### src/rtl/urlpd_pkg.sv
// ----------------------------------------------------------------------------
// urlpd_pkg
// Shared types and constants of the percent decoder.
// ----------------------------------------------------------------------------
`default_nettype none

package urlpd_pkg;

    localparam logic [7:0] CH_PLUS    = 8'h2B;
    localparam logic [7:0] CH_PERCENT = 8'h25;
    localparam logic [7:0] CH_SPACE   = 8'h20;

    localparam logic [1:0] HELD_NONE    = 2'd0;
    localparam logic [1:0] HELD_PERCENT = 2'd1;
    localparam logic [1:0] HELD_DIGIT   = 2'd2;

    typedef struct packed {
        logic [1:0] count;
        logic [7:0] byte0;
        logic       last0;
        logic [7:0] byte1;
        logic       last1;
    } urlpd_res_t;

    typedef struct packed {
        logic       valid;
        logic [3:0] value;
    } urlpd_hex_t;

    function automatic urlpd_hex_t hex_decode(input logic [7:0] b);
        urlpd_hex_t h;
        h.valid = 1'b1;
        h.value = 4'd0;
        if (b >= 8'h30 && b <= 8'h39) begin
            h.value = 4'(b - 8'h30);
        end else if (b >= 8'h61 && b <= 8'h66) begin
            h.value = 4'(b - 8'h57);
        end else if (b >= 8'h41 && b <= 8'h46) begin
            h.value = 4'(b - 8'h37);
        end else begin
            h.valid = 1'b0;
        end
        return h;
    endfunction

endpackage

`default_nettype wire

### src/rtl/urlpd_step.sv
// ----------------------------------------------------------------------------
// urlpd_step
// Decode step: from the held state and one input byte, form the next held
// state and the zero to two decoded bytes of this transaction.
// ----------------------------------------------------------------------------
`default_nettype none

module urlpd_step
    import urlpd_pkg::*;
(
    input  wire logic [1:0] held_count,
    input  wire logic [3:0] held_digit,
    input  wire logic [7:0] in_byte,
    input  wire logic       in_last,
    output      logic [1:0] next_count,
    output      logic       digit_we,
    output      logic [3:0] digit_value,
    output      urlpd_res_t res
);

    urlpd_hex_t hex;
    logic       fresh_last;
    logic       fresh_emit;
    logic       fresh_hold;
    logic [7:0] fresh_byte;

    assign hex         = hex_decode(in_byte);
    assign digit_value = hex.value;

    always_comb
    begin
        fresh_last = in_last;
        fresh_emit = 1'b1;
        fresh_hold = 1'b0;
        fresh_byte = in_byte;
        if (in_byte == CH_PLUS) begin
            fresh_byte = CH_SPACE;
        end else if (in_byte == CH_PERCENT && !fresh_last) begin
            fresh_emit = 1'b0;
            fresh_hold = 1'b1;
        end
    end

    always_comb
    begin
        next_count = HELD_NONE;
        digit_we   = 1'b0;
        res.count  = 2'd0;
        res.byte0  = fresh_byte;
        res.last0  = in_last;
        res.byte1  = fresh_byte;
        res.last1  = in_last;
        unique case (held_count)
            HELD_PERCENT:
            begin
                if (!in_last && hex.valid) begin
                    next_count = HELD_DIGIT;
                    digit_we   = 1'b1;
                end else begin
                    res.byte0  = CH_PERCENT;
                    res.last0  = 1'b0;
                    res.count  = fresh_emit ? 2'd2 : 2'd1;
                    next_count = fresh_hold ? HELD_PERCENT : HELD_NONE;
                end
            end
            HELD_DIGIT:
            begin
                res.count = 2'd1;
                res.byte0 = hex.valid ? {held_digit, hex.value} : {4'd0, held_digit};
            end
            default:
            begin
                res.count  = fresh_emit ? 2'd1 : 2'd0;
                next_count = fresh_hold ? HELD_PERCENT : HELD_NONE;
            end
        endcase
    end

endmodule

`default_nettype wire

### src/rtl/url_percent_decoder.sv
// ----------------------------------------------------------------------------
// url_percent_decoder
// Streaming form-urlencoded percent decoder, one byte per transaction.
// ----------------------------------------------------------------------------
// Input channel: in_valid/in_stall with in_byte and in_last (final byte of a
// string). Output channel: out_valid/out_stall with out_byte and out_last.
// A plus becomes a space; a percent, a hex digit and a byte are decoded.
// Each input transaction yields zero, one or two output bytes, written into
// a four-entry result queue at the accepting edge, so from an empty queue the
// first of them is offered in the next cycle.
// The input takes one byte per cycle while the queue has room for two
// results; with out_stall low, sustained throughput is one input byte per
// cycle when each byte gives at most one result, and is bound by the output
// port at one result per cycle otherwise. in_stall rises when the queue
// holds three or more results, so a stalled receiver backs up into the input.
// Reset empties the queue and clears the held percent state.
// ----------------------------------------------------------------------------
`default_nettype none

module url_percent_decoder
    import urlpd_pkg::*;
(
    input  wire logic       clk,
    input  wire logic       rst_n,
    input  wire logic       in_valid,
    output      logic       in_stall,
    input  wire logic [7:0] in_byte,
    input  wire logic       in_last,
    output      logic       out_valid,
    input  wire logic       out_stall,
    output      logic [7:0] out_byte,
    output      logic       out_last
);

    logic [1:0] held_count_reg;
    logic [1:0] held_count_next;
    logic [3:0] held_digit_reg;
    logic       digit_we;
    logic [3:0] digit_value;
    urlpd_res_t res;

    logic [8:0] queue_reg [4];
    logic [1:0] wr_ptr_reg;
    logic [1:0] rd_ptr_reg;
    logic [2:0] count_reg;
    logic [2:0] count_next;
    logic       push;
    logic       pop;
    logic [1:0] push_n;

    urlpd_step u_step (
        .held_count  (held_count_reg),
        .held_digit  (held_digit_reg),
        .in_byte     (in_byte),
        .in_last     (in_last),
        .next_count  (held_count_next),
        .digit_we    (digit_we),
        .digit_value (digit_value),
        .res         (res)
    );

    assign in_stall  = (count_reg > 3'd2);
    assign push      = in_valid && !in_stall;
    assign push_n    = push ? res.count : 2'd0;
    assign out_valid = (count_reg != 3'd0);
    assign pop       = out_valid && !out_stall;
    assign out_byte  = queue_reg[rd_ptr_reg][8:1];
    assign out_last  = queue_reg[rd_ptr_reg][0];
    assign count_next = count_reg + {1'b0, push_n} - {2'd0, pop};

    always_ff @(posedge clk or negedge rst_n)
    begin
        if (!rst_n) begin
            held_count_reg <= HELD_NONE;
            wr_ptr_reg     <= 2'd0;
            rd_ptr_reg     <= 2'd0;
            count_reg      <= 3'd0;
        end else begin
            if (push) begin
                held_count_reg <= held_count_next;
            end
            wr_ptr_reg <= wr_ptr_reg + push_n;
            if (pop) begin
                rd_ptr_reg <= rd_ptr_reg + 2'd1;
            end
            count_reg <= count_next;
        end
    end

    always_ff @(posedge clk)
    begin
        if (push && digit_we) begin
            held_digit_reg <= digit_value;
        end
        if (push_n != 2'd0) begin
            queue_reg[wr_ptr_reg] <= {res.byte0, res.last0};
        end
        if (push_n == 2'd2) begin
            queue_reg[wr_ptr_reg + 2'd1] <= {res.byte1, res.last1};
        end
    end

endmodule

`default_nettype wire

### config.mk
export PLATFORM = sky130hd
export DESIGN_NAME = url_percent_decoder
export DESIGN_NICKNAME = d
export VERILOG_FILES = /design/src/rtl/urlpd_pkg.sv /design/src/rtl/urlpd_step.sv /design/src/rtl/url_percent_decoder.sv
export SDC_FILE = /design/constraint.sdc
export NUM_CORES = 1
export LEC_CHECK = 0
export BUFFER_PORTS_ARGS = -buffer_cell sky130_fd_sc_hd__buf_4
export CAP_MARGIN = 10
export CORE_ASPECT_RATIO = 0.6
export CORE_MARGIN = 4
export CORE_UTILIZATION = 50
export CTS_BUF_LIST = sky130_fd_sc_hd__clkbuf_4
export CTS_CLUSTER_SIZE = 14
export DETAILED_ROUTE_END_ITERATION = 8
export HOLD_SLACK_MARGIN = 0.02
export PLACE_DENSITY = 0.68
export RECOVER_POWER = 25
export SLEW_MARGIN = 20
export SYNTH_ARGS = -nofsm -noshare
export SYNTH_HDL_FRONTEND = slang
export SYNTH_SLANG_ARGS = --single-unit
### constraint.sdc
create_clock -name clk -period 3.3 [get_ports clk]
set_input_delay 0 -clock clk [delete_from_list [all_inputs] [get_ports clk]]
set_output_delay 0 -clock clk [all_outputs]
set_load 0.02 [all_outputs]
* Word-level counts from Yosys, hierarchy flattened
Memory sizes are Yosys's and may differ from the RTL's. Cells that the tools add are included. W data, S select, Z words.
Word-level totals: memories kept 1, register bits 13, logic and storage cells 67, output and inout port bits 11, memory bits (writable) 36
Cells by class: mux-type cells 28, add/subtract/negate cells 8, magnitude comparators 7, equal/unequal tests 5, reduce and logical (&&, ||, !) cells 13
Memory list:
- queue_reg | words 4, bits a word 9, rd ports 1, clocked after memory_dff 0, write ports 2, line url_percent_decoder.sv:42 | logic [8:0] queue_reg [4];
Operators by type and width (count):
- $eq A8 B6 Y1 const B | 2
- $ge A8 B7 Y1 const B | 2
- $le A8 B7 Y1 const B | 2
- $mux W1 | 16
- $mux W8 | 2
- $pmux W8 S2 | 1
- $mux W4 | 3
- $mux W11 | 1
- $ge A8 B6 Y1 const B | 1
- $le A8 B6 Y1 const B | 1
- $logic_and A1 B1 Y1 | 8
- $pmux W2 S2 | 2
- $sub A4 B3 Y4 const B | 2
- $mux W2 | 3
- $add A2 B1 Y2 const B | 2
- $eq A2 B2 Y1 const B | 2
- $sub A4 B1 Y4 const B | 1
- $add A3 B2 Y3 | 1
- $gt A3 B2 Y1 const B | 1
- $logic_not A1 Y1 | 3
- $reduce_bool A3 Y1 | 1
- $sub A3 B1 Y3 | 1
- $add A2 B2 Y2 | 1
- $eq A2 B1 Y1 const B | 1
- $reduce_bool A2 Y1 | 1

* Longest topological paths before layout
depth in word-level cells 12, gate-level depth with buffers 15, gate-level depth less buffers 15

* Modules after synthesis
A second synthesis with hierarchy kept.
Unflattened totals: cell total of the unflattened synthesis 229, area total of the unflattened synthesis 3062.9 µm²
By module, submodules not included:
- url_percent_decoder | area each 2446.1 µm², instances 1, seq. area each 1426.4 µm², cells an instance 146
- urlpd_step | area each 616.8 µm², instances 1, seq. area each 0.0 µm², cells an instance 83

* Worst setup path after synthesis
OpenSTA, ideal clock, no wires.
path kind input -> register, from input in_byte[1], to register count_reg[2], slack 0.710 ns, buffers on the path 0, stages 11, arrival time 2.467 ns, cells stage by stage inv_1 ha_1 or3b_1 and4b_1 nor2_2 nand2_1 or4_4 ha_1 fa_1 xor2_1 xnor2_1
On the way: cells in the longest elaborated chain, start to end 11
RTL lines:
- start, declared | line url_percent_decoder.sv:27 | input wire logic [7:0] in_byte,
- $ge A8 B7 Y1 or $le A8 B7 Y1 (tied branches) | line urlpd_pkg.sv:38 | end else if (b >= 8'h41 && b <= 8'h46) begin
- $logic_and A1 B1 Y1 | line urlpd_pkg.sv:38
- $mux W1 | line urlpd_pkg.sv:38
- $mux W1 | line urlpd_pkg.sv:36 | end else if (b >= 8'h61 && b <= 8'h66) begin
- $mux W1 | line urlpd_pkg.sv:34 | if (b >= 8'h30 && b <= 8'h39) begin
- $logic_and A1 B1 Y1 | line urlpd_step.sv:56 | if (!in_last && hex.valid) begin
- $mux W11 | line urlpd_step.sv:56
- $pmux W2 S2 * | line urlpd_step.sv:53 | unique case (held_count)
- $mux W2 * | line url_percent_decoder.sv:64 | assign push_n = push ? res.count : 2'd0;
- $add A3 B2 Y3 * | line url_percent_decoder.sv:69 | assign count_next = count_reg + {1'b0, push_n} - {2'd0, pop};
- $sub A3 B1 Y3 * | line url_percent_decoder.sv:69
- net count_next[2] | line url_percent_decoder.sv:46 | logic [2:0] count_next;
- end signal, assigned | line url_percent_decoder.sv:86 | count_reg <= count_next;
- end, declared | line url_percent_decoder.sv:45 | logic [2:0] count_reg;
Mark *: on every way through the listed nets, which the timed path passes. The rest lies on a longest branch. A chain may end at the register's enable or synchronous reset.

* Final worst setup path
from input in_byte[0], to register count_reg[2]
The elaborated chain is that of the path after synthesis.

==> impl_results.md <==
- Num rows: 20
- Top cells by area, synth: edfxtp_1, dfrtp_1, mux4_2, o21ai_0, ha_1
- Clk Latency, worst-skew pair: 0.36 ns
- Peak supply drop: 321.8 µV
- Wire length on met2: 2568 µm
- # diodes: 0
- Initial antenna violation count: 0
- Post-route antenna net violation count: 0
- Period utilisation layout: 92.75%
- Total Die Area: 6907 µm²
- Ys flop type: edfxtp_1
- Overall power: 1871 µW
- Die Y: 66.00 µm
- Stages on the worst setup path: 12
- Setup violators final: 0
- First-pass GRT wire length: 10270 µm
- Post-Syn Instances: 241
- Drt drc: 0
- Total wire length: 6199 µm
- Worst Setup Start Kind: input port
- Post-route minimum period: 3.061 ns
- Final Hold Viols: 0
- Leak: 0.001090 µW
- Initial core utilization: 53.59%
- Register area share after synthesis: 50.89%
- DIE WIDTH: 104.7 µm
- Via count: 2064
- Vias in the first global route: 1980
- Gr usage total: 19.31%
- Critical path's largest stage delay: 0.54 ns
- Worst hold slack: 0.04625 ns
- Worst Reg-to-Reg Cells: 7
- RSZ-0062 raised after global routing: false
- Most common cell in the netlist: edfxtp_1
- Top cells by count, synth: edfxtp_1, o21ai_0, nand2_1, a21oi_1, inv_1
- Area delta synth->final: 14.24%
- DR WL/cell: 17.97 µm
- Fill cells: 425
- DP HPWL: 4695 µm
- Layout cells sized above 1: 18.64%
- Cells along the critical path: dlygate4sd3_1 -> buf_4 -> ha_1 -> or3b_1 -> and4b_1 -> nor2_2 -> nand2_1 -> or4_4 -> ha_1 -> fa_1 -> xor2_1 -> xnor2_1
- Metal3 WL: 500 µm
- Critical Path End Type: register
- Crit path max-delay cell type: dlygate4sd3_1
- Mean area per synthesized cell: 11.63 µm²
- Area leader, netlist: edfxtp_1
- Worst hold path type: in2reg
- CTS tree: yes
- Synth Net Count: 264
- Pre-Repair DR Iteration Count: 5
- Power per cell area: 584.3 nW/µm²
- Clk root buf: clkbuf_4
- Crit Path Max Fanout: 9
- Hold depth: 3
- Area of the core: 5230 µm²
- Metal1 wirelength: 3087 µm
- Vias/cell: 5.983
- Nets: 301
- TritonCTS buffer count: 5
- Total grt overflow: 0
- Port bufs: 23
- Max-cap viol count: 0
- Largest net degree at the start of global routing: 18
- TNS Setup: 0 ns
- Slew Limit Fails: 0
- Outcome: complete, no violations
- H-tree depth: 2
- WS Path Type: in2reg
- Critical Path RT: 3.56 ns
- Max layer used: met4
- Max FFs per register: 36
- Top Ports: 24
- Synthesized flop and latch total: 49
- CTS sink count: 49
- Top cell by count, worst path: ha_1
- Setup bufs post-CTS: 0
- Worst Skew: 0.01030 ns
- Routability congestion estimate: 0.9387
- Relative slew slack: 55.03%
- Synthesis Warnings: 0
- Synth top area share: 42.86%
- Buf/Inv on CP: 2
- Worst Path Arrival: 3.32 ns
- Post-cts gate resize count: 0
- Clock Tree Buf Depth: 2
- EDFF count, synth: 40
- Worst-path clk slew: 0.15 ns
- Worst-margin pin slew: 0.6746 ns
- Critical path's top delay family: simple AND/OR/NAND/NOR gates
- Max Fclk: 0.3267 GHz
- Iteration-0 DRC Markers: 154
- Synth Cell Area: 2803 µm²
- FFs w/ async S/R, synth: 18.37%
- Cell variety after synth: 56
-- per-layer routing --
metal  track usage [%]  vias to the layer above
met4             2.782                        0
met5                 0                        -
met2             28.94                       89
li1                  -                      982
met3             4.390                        6
met1             29.28                      987
-- tightest hold or removal path, stage by stage --
cell and delay, ns:
buf_4 0.11, a21oi_1 0.11, o21ai_0 0.08
-- per-stage QoR --
step	cell area (µm²)	utilization [%]	instances	setup WS (ns)
after floorplan	2803	-	241	0.7104
after global placement	3075	58.80	328	0.4887
after detailed placement	3075	58.80	328	0.4148
after CTS	3244	62.03	345	0.2609
after global routing	3202	61.22	345	0.09869
final	3202	61.22	345	0.2392
-- logic make-up after synthesis --
| family | count (synthesis) | synth area share (%) |
|---|---|---|
| mux | 9 | 7.232 |
| flops | 49 | 50.89 |
| fa+ha+maj | 10 | 4.732 |
| compound gates | 76 | 17.32 |
| buf+inv | 22 | 2.991 |
| simple gates | 69 | 14.96 |
| xor+xnor | 6 | 1.875 |
-- worst paths after layout --
check                             startpoint               to  slack [ns]
min in group asynchronous              rst_n     count_reg[2]        0.64
max in group asynchronous              rst_n    wr_ptr_reg[0]        2.38
max reg2reg                held_count_reg[0]  queue_reg[1][7]        0.66
max                               in_byte[0]     count_reg[2]        0.24
min                               in_byte[6]  queue_reg[3][7]        0.05
min reg2reg                     count_reg[2]     count_reg[2]        0.51
-- cells in the final DEF, fill, tap and decap left out, types with 6 or more instances in the layout --
cell           synthesis  routed
ha_1                   9       9
clkbuf_4               0       6
a21oi_1               17      17
dlygate4sd3_1          0       9
buf_4                  0      19
edfxtp_1              40      40
clkbuf_1               7      10
nand2_1               19      19
nor2_1                10      10
dfrtp_1                9       9
o21a_1                11      11
inv_1                 13      13
o21ai_0               24      24
mux4_2                 9       9
-- layout make-up --
type | count | area (µm²) | area share (%)
Sequential cell | 49 | 1426 | 44.55
Inverter | 13 | 48.80 | 1.524
Tap cell | 66 | 82.58 | 2.579
Multi-Input combinational cell | 170 | 1287 | 40.21
Timing Repair Buffer | 39 | 277.8 | 8.675
Clock buffer | 5 | 37.54 | 1.172
Clock inverter | 3 | 41.29 | 1.290
-- power by group --
group | internal (µW) | switching (µW)
Combinational | 288 | 337
Sequential | 778 | 120
Clock | 157 | 191
-- timing repair --
action,4_1_cts,5_1_grt
hold buffers,9,0
setup endpoints to repair,0,0
hold endpoints to repair,24,0
Power figures use the tool's default switching activity.
